### config.mk
export PLATFORM = sky130hd
export DESIGN_NAME = symmetric_five_tap_fir_clamped_flat
export DESIGN_NICKNAME = d
export VERILOG_FILES = /design/src/rtl/sfir_pkg.sv /design/src/rtl/sfir_stream_if.sv /design/src/rtl/symmetric_five_tap_fir_clamped.sv /design/src/rtl/sfir_cell.sv /design/src/rtl/sfir_mac.sv /design/src/rtl/sfir_ofifo.sv /design/src/flat_wrapper.sv
export VERILOG_INCLUDE_DIRS = /design/src /design/src/rtl
export SDC_FILE = /design/constraint.sdc
export NUM_CORES = 2
export LEC_CHECK = 0
export ABC_AREA = 1
export BUFFER_PORTS_ARGS = -buffer_cell sky130_fd_sc_hd__buf_2
export CORE_ASPECT_RATIO = 0.9
export CORE_MARGIN = 2
export CORE_UTILIZATION = 30
export CTS_BUF_LIST = sky130_fd_sc_hd__clkbuf_2
export DETAILED_ROUTE_END_ITERATION = 7
export GPL_ROUTABILITY_DRIVEN = 0
export PLACE_DENSITY = 0.42
export SYNTH_ARGS = -nofsm -noshare
export SYNTH_HDL_FRONTEND = slang
export SYNTH_SLANG_ARGS = --single-unit
### constraint.sdc
create_clock -name clk -period 6.2 [get_ports clk]
set_clock_uncertainty 0.1 [all_clocks]
set_input_delay 1.24 -clock clk [delete_from_list [all_inputs] [get_ports clk]]
set_output_delay 1.24 -clock clk [all_outputs]
set_load 0.005 [all_outputs]
### src/rtl/symmetric_five_tap_fir_clamped_assert.svh
// Assertion macros for the filter block
`ifndef SYMMETRIC_FIVE_TAP_FIR_CLAMPED_ASSERT_SVH
`define SYMMETRIC_FIVE_TAP_FIR_CLAMPED_ASSERT_SVH

`ifndef SYNTH
`define SFIR_ASSERT_IMPL(lbl, clk, rstn, ante, cons, msg) \
  lbl: assert property (@(posedge clk) disable iff (!rstn) (ante) |-> (cons)) \
    else $error(msg);
`define SFIR_ASSERT_NEXT(lbl, clk, rstn, ante, cons, msg) \
  lbl: assert property (@(posedge clk) disable iff (!rstn) (ante) |=> (cons)) \
    else $error(msg);
`else
`define SFIR_ASSERT_IMPL(lbl, clk, rstn, ante, cons, msg)
`define SFIR_ASSERT_NEXT(lbl, clk, rstn, ante, cons, msg)
`endif

`endif

### src/rtl/sfir_pkg.sv
`default_nettype none
package sfir_pkg;

  localparam int SAMPLE_W   = 16;
  localparam int COEF_W     = 18;
  localparam int FRAC_SHIFT = 14;
  localparam int NUM_CELLS  = 4;
  localparam int NUM_WIN    = NUM_CELLS + 1;
  localparam int NUM_COEF   = 3;
  localparam int CFG_IDX_W  = 2;
  localparam int FIFO_DEPTH = 8;
  localparam int FIFO_PTR_W = $clog2(FIFO_DEPTH);
  localparam int FIFO_CNT_W = FIFO_PTR_W + 1;
  localparam int INFL_W     = 2;
  localparam int PAIR_W     = SAMPLE_W + 1;
  localparam int PROD_W     = PAIR_W + COEF_W;
  localparam int ACC_W      = PROD_W + 2;
  localparam int Q_W        = ACC_W - FRAC_SHIFT;

  typedef logic signed [SAMPLE_W-1:0] sample_t;
  typedef logic signed [COEF_W-1:0]   coef_t;

  typedef enum logic [CFG_IDX_W-1:0] {
    CFG_CENTER = 2'd0,
    CFG_NEAR   = 2'd1,
    CFG_FAR    = 2'd2
  } cfg_reg_t;

  localparam coef_t COEF_CENTER_RST = 18'sd16384;
  localparam coef_t COEF_ZERO_RST   = 18'sd0;

  typedef struct packed {
    logic emit;
    logic last;
  } step_tag_t;

  typedef struct packed {
    sample_t value;
    logic    last;
  } result_t;

  typedef struct packed {
    logic [FIFO_CNT_W-1:0] count;
    logic                  full;
  } fifo_stat_t;

endpackage
`default_nettype wire

### src/rtl/sfir_stream_if.sv
`default_nettype none
interface sfir_in_if;
  import sfir_pkg::*;
  logic    valid;
  logic    ready;
  sample_t sample;
  logic    line_end;
  modport source(output valid, output sample, output line_end, input ready);
  modport sink(input valid, input sample, input line_end, output ready);
endinterface

interface sfir_out_if;
  import sfir_pkg::*;
  logic    valid;
  logic    ready;
  sample_t value;
  logic    out_last;
  modport source(output valid, output value, output out_last, input ready);
  modport sink(input valid, input value, input out_last, output ready);
endinterface
`default_nettype wire

### src/rtl/symmetric_five_tap_fir_clamped.sv
// Channel  Dir  Handshake      Payload
// in_if    in   valid/ready    sample[15:0] signed, line_end
// out_if   out  valid/ready    value[15:0] signed, out_last
// cfg_     in   cfg_we         cfg_index[1:0], cfg_wdata[17:0]
//
// One input word per cycle while queue credit allows; a word with line_end
// holds the input while the flush steps run through the cell chain.
// A step's result passes through three MAC stages, then the output queue.
// An 8-entry output queue with credit count keeps input flowing while
// out_if stalls; input stops when queue plus MAC stages are full or in a flush.
// rst_n is synchronous; no clearing pass after reset.
`default_nettype none
`include "symmetric_five_tap_fir_clamped_assert.svh"
module symmetric_five_tap_fir_clamped (
  input  logic                               clk,
  input  logic                               rst_n,
  sfir_in_if.sink                            in_if,
  sfir_out_if.source                         out_if,
  input  logic                               cfg_we,
  input  logic [sfir_pkg::CFG_IDX_W-1:0]     cfg_index,
  input  sfir_pkg::coef_t                    cfg_wdata
);
  import sfir_pkg::*;

  coef_t                 coef_r [NUM_COEF];
  logic [1:0]            seen_r;
  logic                  busy_r;
  logic [1:0]            k_r;
  logic [1:0]            back_r;
  sample_t               x_r;

  fifo_stat_t            fifo_stat;
  logic [INFL_W-1:0]     inflight;
  logic [FIFO_CNT_W-1:0] occ;
  logic                  credit_ok;
  logic                  accept;
  logic                  step_go;
  logic                  step_load;
  sample_t               step_x;
  step_tag_t             tag;
  sample_t               tap [NUM_CELLS];
  sample_t               win [NUM_WIN];
  logic                  mac_push;
  result_t               mac_res;

  always_ff @(posedge clk) begin
    if (!rst_n) begin
      coef_r[CFG_CENTER] <= COEF_CENTER_RST;
      coef_r[CFG_NEAR]   <= COEF_ZERO_RST;
      coef_r[CFG_FAR]    <= COEF_ZERO_RST;
    end else if (cfg_we) begin
      unique case (cfg_reg_t'(cfg_index))
        CFG_CENTER: coef_r[CFG_CENTER] <= cfg_wdata;
        CFG_NEAR:   coef_r[CFG_NEAR]   <= cfg_wdata;
        CFG_FAR:    coef_r[CFG_FAR]    <= cfg_wdata;
        default: ;
      endcase
    end
  end

  assign occ       = fifo_stat.count + FIFO_CNT_W'(inflight);
  assign credit_ok = (occ < FIFO_CNT_W'(FIFO_DEPTH));
  assign in_if.ready = !busy_r && credit_ok;
  assign accept    = in_if.valid && in_if.ready;
  assign step_go   = busy_r ? credit_ok : accept;
  assign step_load = accept && (seen_r == 2'd0);
  assign step_x    = busy_r ? x_r : in_if.sample;

  // flush steps repeat the last word, which clamps the right edge
  always_comb begin
    if (busy_r) begin
      tag.emit = ({1'b0, k_r} + {1'b0, back_r}) >= 3'd2;
      tag.last = (k_r == 2'd2);
    end else begin
      tag.emit = (seen_r == 2'd2);
      tag.last = 1'b0;
    end
  end

  always_ff @(posedge clk) begin
    if (!rst_n) begin
      seen_r <= '0;
      busy_r <= 1'b0;
      k_r    <= '0;
      back_r <= '0;
    end else begin
      if (accept) begin
        if (in_if.line_end) begin
          busy_r <= 1'b1;
          k_r    <= 2'd1;
          back_r <= seen_r;
          seen_r <= '0;
        end else if (seen_r != 2'd2) begin
          seen_r <= seen_r + 1'b1;
        end
      end
      if (busy_r && credit_ok) begin
        if (k_r == 2'd2) begin
          busy_r <= 1'b0;
        end else begin
          k_r <= k_r + 1'b1;
        end
      end
    end
  end

  always_ff @(posedge clk) begin
    if (accept) begin
      x_r <= in_if.sample;
    end
  end

  for (genvar i = 0; i < NUM_CELLS; i++) begin : g_cell
    if (i == 0) begin : g_head
      sfir_cell u_cell (
        .clk      (clk),
        .shift_en (step_go),
        .load     (step_load),
        .x_i      (step_x),
        .left_i   (step_x),
        .tap_o    (tap[i])
      );
    end else begin : g_body
      sfir_cell u_cell (
        .clk      (clk),
        .shift_en (step_go),
        .load     (step_load),
        .x_i      (step_x),
        .left_i   (tap[i-1]),
        .tap_o    (tap[i])
      );
    end
    assign win[NUM_CELLS-1-i] = tap[i];
  end
  assign win[NUM_CELLS] = step_x;

  sfir_mac u_mac (
    .clk        (clk),
    .rst_n      (rst_n),
    .step_go    (step_go),
    .tag_i      (tag),
    .win_i      (win),
    .coef_i     (coef_r),
    .push_o     (mac_push),
    .res_o      (mac_res),
    .inflight_o (inflight)
  );

  sfir_ofifo u_ofifo (
    .clk     (clk),
    .rst_n   (rst_n),
    .push_i  (mac_push),
    .wdata_i (mac_res),
    .out_if  (out_if),
    .stat_o  (fifo_stat)
  );

  `SFIR_ASSERT_IMPL(a_no_overflow, clk, rst_n, mac_push, !fifo_stat.full, "queue overflow")
  `SFIR_ASSERT_NEXT(a_end_flush, clk, rst_n, accept && in_if.line_end, busy_r && (k_r == 2'd1), "flush not started")
  `SFIR_ASSERT_IMPL(a_last_emits, clk, rst_n, step_go && tag.last, tag.emit, "last step without word")
  `SFIR_ASSERT_NEXT(a_flush_done, clk, rst_n, busy_r && credit_ok && (k_r == 2'd2), !busy_r, "flush overrun")

endmodule
`default_nettype wire

### src/rtl/sfir_cell.sv
`default_nettype none
module sfir_cell (
  input  logic             clk,
  input  logic             shift_en,
  input  logic             load,
  input  sfir_pkg::sample_t x_i,
  input  sfir_pkg::sample_t left_i,
  output sfir_pkg::sample_t tap_o
);
  import sfir_pkg::*;

  sample_t q_r;
  sample_t q_nxt;

  // on the first word of a line every cell reads as that word
  assign tap_o = load ? x_i : q_r;
  assign q_nxt = shift_en ? left_i : q_r;

  always_ff @(posedge clk) begin
    q_r <= q_nxt;
  end

endmodule
`default_nettype wire

### src/rtl/sfir_mac.sv
`default_nettype none
module sfir_mac (
  input  logic                         clk,
  input  logic                         rst_n,
  input  logic                         step_go,
  input  sfir_pkg::step_tag_t          tag_i,
  input  sfir_pkg::sample_t            win_i [sfir_pkg::NUM_WIN],
  input  sfir_pkg::coef_t              coef_i [sfir_pkg::NUM_COEF],
  output logic                         push_o,
  output sfir_pkg::result_t            res_o,
  output logic [sfir_pkg::INFL_W-1:0]  inflight_o
);
  import sfir_pkg::*;

  typedef logic signed [PAIR_W-1:0] pair_t;
  typedef logic signed [PROD_W-1:0] prod_t;
  typedef logic signed [ACC_W-1:0]  acc_t;

  localparam acc_t RND = acc_t'(1) <<< (FRAC_SHIFT - 1);

  function automatic sample_t sat_q(input acc_t a);
    logic [Q_W-1:0] q;
    begin
      q = a[ACC_W-1:FRAC_SHIFT];
      if (&q[Q_W-1:SAMPLE_W-1] || ~|q[Q_W-1:SAMPLE_W-1]) begin
        sat_q = q[SAMPLE_W-1:0];
      end else if (q[Q_W-1]) begin
        sat_q = {1'b1, {(SAMPLE_W-1){1'b0}}};
      end else begin
        sat_q = {1'b0, {(SAMPLE_W-1){1'b1}}};
      end
    end
  endfunction

  logic  v1_r, v2_r, v3_r;
  logic  last1_r, last2_r, last3_r;
  pair_t c1_r, n1_r, f1_r;
  prod_t pc2_r, pn2_r, pf2_r;
  acc_t  acc3_r;
  acc_t  acc_nxt;

  assign acc_nxt = acc_t'(pc2_r) + acc_t'(pn2_r) + acc_t'(pf2_r) + RND;

  always_ff @(posedge clk) begin
    if (!rst_n) begin
      v1_r <= 1'b0;
      v2_r <= 1'b0;
      v3_r <= 1'b0;
    end else begin
      v1_r <= step_go && tag_i.emit;
      v2_r <= v1_r;
      v3_r <= v2_r;
    end
  end

  // pre-add of the symmetric pairs, then products, then sum with rounding
  always_ff @(posedge clk) begin
    c1_r    <= pair_t'(win_i[2]);
    n1_r    <= pair_t'(win_i[1]) + pair_t'(win_i[3]);
    f1_r    <= pair_t'(win_i[0]) + pair_t'(win_i[4]);
    last1_r <= tag_i.last;
    pc2_r   <= prod_t'(c1_r) * prod_t'(coef_i[CFG_CENTER]);
    pn2_r   <= prod_t'(n1_r) * prod_t'(coef_i[CFG_NEAR]);
    pf2_r   <= prod_t'(f1_r) * prod_t'(coef_i[CFG_FAR]);
    last2_r <= last1_r;
    acc3_r  <= acc_nxt;
    last3_r <= last2_r;
  end

  assign push_o      = v3_r;
  assign res_o.value = sat_q(acc3_r);
  assign res_o.last  = last3_r;
  assign inflight_o  = INFL_W'({1'b0, v1_r}) + INFL_W'({1'b0, v2_r})
                     + INFL_W'({1'b0, v3_r});

endmodule
`default_nettype wire

### src/rtl/sfir_ofifo.sv
`default_nettype none
module sfir_ofifo (
  input  logic                 clk,
  input  logic                 rst_n,
  input  logic                 push_i,
  input  sfir_pkg::result_t    wdata_i,
  sfir_out_if.source           out_if,
  output sfir_pkg::fifo_stat_t stat_o
);
  import sfir_pkg::*;

  result_t               mem_r [FIFO_DEPTH];
  logic [FIFO_PTR_W-1:0] wr_ptr_r, rd_ptr_r;
  logic [FIFO_CNT_W-1:0] count_r, count_nxt;
  logic                  pop;

  assign pop = out_if.valid && out_if.ready;

  always_comb begin
    count_nxt = count_r;
    if (push_i && !pop) begin
      count_nxt = count_r + 1'b1;
    end else if (pop && !push_i) begin
      count_nxt = count_r - 1'b1;
    end
  end

  always_ff @(posedge clk) begin
    if (!rst_n) begin
      wr_ptr_r <= '0;
      rd_ptr_r <= '0;
      count_r  <= '0;
    end else begin
      if (push_i) begin
        wr_ptr_r <= wr_ptr_r + 1'b1;
      end
      if (pop) begin
        rd_ptr_r <= rd_ptr_r + 1'b1;
      end
      count_r <= count_nxt;
    end
  end

  always_ff @(posedge clk) begin
    if (push_i) begin
      mem_r[wr_ptr_r] <= wdata_i;
    end
  end

  assign out_if.valid    = (count_r != '0);
  assign out_if.value    = mem_r[rd_ptr_r].value;
  assign out_if.out_last = mem_r[rd_ptr_r].last;
  assign stat_o.count    = count_r;
  assign stat_o.full     = (count_r == FIFO_CNT_W'(FIFO_DEPTH));

endmodule
`default_nettype wire
### src/flat_wrapper.sv
// flat-port wrapper written by rule: the top's interface ports become plain ports
module symmetric_five_tap_fir_clamped_flat import sfir_pkg::*;
  (clk, rst_n, cfg_we, cfg_index, cfg_wdata, in_if_valid, in_if_sample, in_if_line_end, in_if_ready, out_if_valid, out_if_value, out_if_out_last, out_if_ready);
  sfir_in_if in_if_i ();
  sfir_out_if out_if_i ();
  input  logic clk;
  input  logic rst_n;
  input  logic cfg_we;
  input  logic [sfir_pkg::CFG_IDX_W-1:0] cfg_index;
  input  sfir_pkg::coef_t cfg_wdata;
  input wire logic [$bits(in_if_i.valid)-1:0] in_if_valid;
  input wire logic [$bits(in_if_i.sample)-1:0] in_if_sample;
  input wire logic [$bits(in_if_i.line_end)-1:0] in_if_line_end;
  output wire logic [$bits(in_if_i.ready)-1:0] in_if_ready;
  output wire logic [$bits(out_if_i.valid)-1:0] out_if_valid;
  output wire logic [$bits(out_if_i.value)-1:0] out_if_value;
  output wire logic [$bits(out_if_i.out_last)-1:0] out_if_out_last;
  input wire logic [$bits(out_if_i.ready)-1:0] out_if_ready;
  assign in_if_i.valid = in_if_valid;
  assign in_if_i.sample = in_if_sample;
  assign in_if_i.line_end = in_if_line_end;
  assign in_if_ready = in_if_i.ready;
  assign out_if_valid = out_if_i.valid;
  assign out_if_value = out_if_i.value;
  assign out_if_out_last = out_if_i.out_last;
  assign out_if_i.ready = out_if_ready;
  symmetric_five_tap_fir_clamped u_core (.clk(clk), .rst_n(rst_n), .in_if(in_if_i), .out_if(out_if_i), .cfg_we(cfg_we), .cfg_index(cfg_index), .cfg_wdata(cfg_wdata));
endmodule
==> impl_metrics.csv <==
group,metric,value,unit
run_status,outcome,"finished, final reports clean",
detailed_routing,drt_first_pass_iters,6,
detailed_routing,drt_iter0_markers,2416,
clocking,cts_setup_buffers,0,
setup_path,worstPathArrival,7.22,ns
setup_path,cpMaxStageDelayCell,"fa_1",
global_routing,antenna_found_initial,4,
clocking,cts_root_buffer,"clkbuf_2",
logic_synthesis,synth_seq_cells,473,
logic_synthesis,synthFlopType,"dfxtp_1",
layout,layout-drive-gt1-share,0.0840,
clocking,cts_tree,"done",
clocking,h-tree-depth,4,
setup_path,startpoint_type,"flip-flop",
die,dieHeight,413,um
die,start_util,0.301,
layout,final_nets,8220,
die,num_rows,150,
logic_synthesis,synthArstFlopShare,0,
layout,syn2layout_area_growth,10.8,%
layout,num-fill-cells,19592,
sta,fmax,168,MHz
layout,final_area,61800,sq um
setup_path,path_cells,"buf_4 -> nand2_1 -> fa_1 -> inv_1 -> fa_2 -> buf_4 -> fa_1 -> inv_1 -> fa_1 -> fa_1 -> fa_1 -> inv_1 -> ha_1 -> inv_1 -> nor3_1 -> nand2_1 -> nor3_1 -> a21oi_1 -> nand2_1 -> nand2_1",
min_path,holdPathStages,0,
die,dieArea,189000,sq um
setup_path,path_class,"reg -> reg",
die,core_area,185000,sq um
detailed_routing,viasPerCell,4.46,
setup_path,critPathMaxStageDelay,0.61,ns
detailed_routing,routed_wl,173,mm
min_path,hold_class,"reg -> reg",
setup_path,reg2reg_to,"u_core.u_mac.pf2_r[34]",
sta,slew_headroom,0.207,
global_routing,grt_util_met1,0.261,
setup_path,endpoint_kind,"flip-flop",
setup_path,timing.reg2reg.setup_slack,0.25,ns
global_routing,track_usage,0.187,
logic_synthesis,synth_nets,8000,
setup_path,path_max_fanout,18,
global_routing,top_usage_layer,"met2",
placement,dp.final_hpwl,143,mm
global_routing,grt_util_met2,0.305,
setup_path,r2r-start,"u_core.u_mac.f1_r[5]",
clocking,clk_pin_slew,0.10,ns
placement,dpl-instance-area,59900,sq um
global_routing,first_global_vias,44799,
sta,slew_violations,0,
min_path,worstHoldStart,"u_core.u_mac.last2_r",
die,die_x,458,um
global_routing,grt_start_max_net_pins,64,
logic_synthesis,yosys_warnings,0,
min_path,min_to,"u_core.u_mac.last3_r",
detailed_routing,drt-wirelength-per-cell,18.4,um
logic_synthesis,synth.cell_area,55800,sq um
clocking,clockBufferDepth,3,
setup_path,crit_path_frequent_cell,"fa_1",
placement,portBuffers,60,
flow_run,max-cap-violations,0,
logic_synthesis,synth_cells,6639,
layout,postLayoutCoreUtil,0.334,
setup_path,r2r_cells,20,
logic_synthesis,seq_area_frac_synth,0.209,
clocking,cts.sinks,473,
die,ios,61,
sta,worst_slew_pin_slew,1.18,ns
global_routing,grt_remaining_overflow,0,
global_routing,use_met3,0.0250,
clocking,clkLatencyLatePin,1.53,ns
sta,setup_viol,0,
sta,period_share,0.959,
logic_synthesis,synth_area_per_cell,8.40,sq um
sta,fin_crit,5.95,ns
setup_path,critPathRequiredTime,7.48,ns
clocking,cts_made_buffers,142,
detailed_routing,antenna_left,0,
sta,hold_viol,0,
global_routing,grt_pass1_wl,270,mm
detailed_routing,drc,0,
sta,worst_slack,0.254,ns
logic_synthesis,synth_edf_count,216,
placement,pre_cts_ws,0.114,ns
detailed_routing,vias,41899,
logic_synthesis,synth_cell_types,54,
[final cells by class]
| type | instances | area, sq um | share of cell area |
|---|---|---|---|
| clock buffer | 204 | 1020 | 0.0165 |
| sequential | 473 | 11700 | 0.189 |
| clock inverter | 44 | 250 | 0.00405 |
| inverter | 1642 | 6170 | 0.0998 |
| antenna | 5 | 12.5 | 0.000203 |
| timing repair buffer | 340 | 2700 | 0.0436 |
| tap | 2432 | 3040 | 0.0493 |
| multi-input combinational | 4260 | 36900 | 0.598 |
[kinds of logic (layout without fill, tap and decap cells)]
logic type / after synthesis / count (layout) / synth area share
xor+xnor: 127 / 127 / 0.0199
flops: 473 / 473 / 0.209
fa+ha+maj: 1319 / 1319 / 0.424
buf+inv: 1906 / 2230 / 0.130
other cells: 0 / 5 / 0
simple gates: 2204 / 2204 / 0.158
compound gates: 610 / 610 / 0.0595
[synthesized netlist by cell type, types with 21 or more instances]
library cell  count  share of area
clkbuf_1        227          0.015
xnor2_1          35         0.0055
xor2_1           92          0.014
ha_1            368          0.083
a21o_1           21         0.0028
edfxtp_1        216           0.12
inv_1          1633           0.11
nand2_1        1496           0.10
a21oi_1         199          0.018
nor3_1           25         0.0022
dfxtp_1         257          0.092
a31oi_1          24         0.0027
nand3_1         141          0.013
o21ai_1          64         0.0057
nor2_1          449          0.030
nand4_1          33         0.0037
o21bai_1         21         0.0028
fa_1            951           0.34
o21ai_0         228          0.020
[metrics by stage]
step | TNS (ns) | hold WS, ns | std cells
finish | 0 | 0.273 | 9400
global route | -0.000451 | 0.179 | 9398
floorplan | 0 | 0.210 | 6639
detailed placement | 0 | 0.220 | 9089
global placement | 0 | 0.219 | 9089
CTS | 0 | 0.109 | 9395
[layer usage]
| metal | vias to the layer above | wire length (um) |
|---|---|---|
| met1 | 20819 | 83600 |
| met5 | - | 25 |
| met2 | 737 | 79300 |
| met3 | 160 | 6350 |
| met4 | 4 | 3510 |
| li1 | 20179 | - |
[timing repair]
item | 4_1_cts | 5_1_grt
hold buffers | 58 | 0
endpoints found under the setup margin | 1 | 20
gates resized for setup | 2 | 27
hold endpoints to repair | 105 | 0
[critical path: cells and delay by family, from the launching register on]
family | cells | cell delay [ns]
flops | 1 | 0.34
buf+inv | 6 | 0.85
simple gates | 6 | 0.86
fa+ha+maj | 7 | 3.50
compound gates | 1 | 0.11
[worst max-delay path by stage]
stage / start / endpoint / cells past startpoint
detailed placement: u_core.coef_r[6] / u_core.u_mac.pf2_r[19] / 21
CTS: u_core.u_mac.f1_r[4] / u_core.u_mac.pf2_r[19] / 19
global route: u_core.u_mac.f1_r[5] / u_core.u_mac.pf2_r[34] / 20
floorplan: u_core.coef_r[53] / u_core.u_mac.pc2_r[33] / 23
global placement: u_core.coef_r[6] / u_core.u_mac.pf2_r[19] / 21
finish: u_core.u_mac.f1_r[5] / u_core.u_mac.pf2_r[34] / 20
[state kept, by name, indices dropped and copies added, names as in the netlist, 4 cells and up, named ones only]
name	cells
u_core.coef_r	54
u_core.g_cell.g_body.u_cell.q_r	48
u_core.g_cell.g_head.u_cell.q_r	16
u_core.u_mac.acc3_r	23
u_core.u_mac.c1_r	16
u_core.u_mac.f1_r	17
u_core.u_mac.n1_r	17
u_core.u_mac.pc2_r	34
u_core.u_mac.pf2_r	35
u_core.u_mac.pn2_r	35
u_core.u_ofifo.count_r	4
u_core.u_ofifo.mem_r	136
u_core.x_r	16
[cell usage in the layout (no fill, tap or decap), types with 24 or more instances in the layout]
cell type / synthesis / routed
inv_1: 1633 / 1632
dlygate4sd3_1: 0 / 58
a31oi_1: 24 / 24
nor3_1: 25 / 25
fa_1: 951 / 949
buf_2: 8 / 60
o21ai_1: 64 / 64
xor2_1: 92 / 91
a21oi_1: 199 / 199
nand2_1: 1496 / 1496
ha_1: 368 / 368
nand3_1: 141 / 139
xnor2_1: 35 / 34
o21ai_0: 228 / 228
buf_4: 1 / 208
nor2_1: 449 / 441
dfxtp_1: 257 / 237
clkinv_1: 6 / 31
edfxtp_1: 216 / 216
nand4_1: 33 / 33
clkbuf_2: 0 / 204
Power is left out: the tool's default activity adds up to more than one toggle a clock period on the data nets, which glitch-free logic cannot reach.
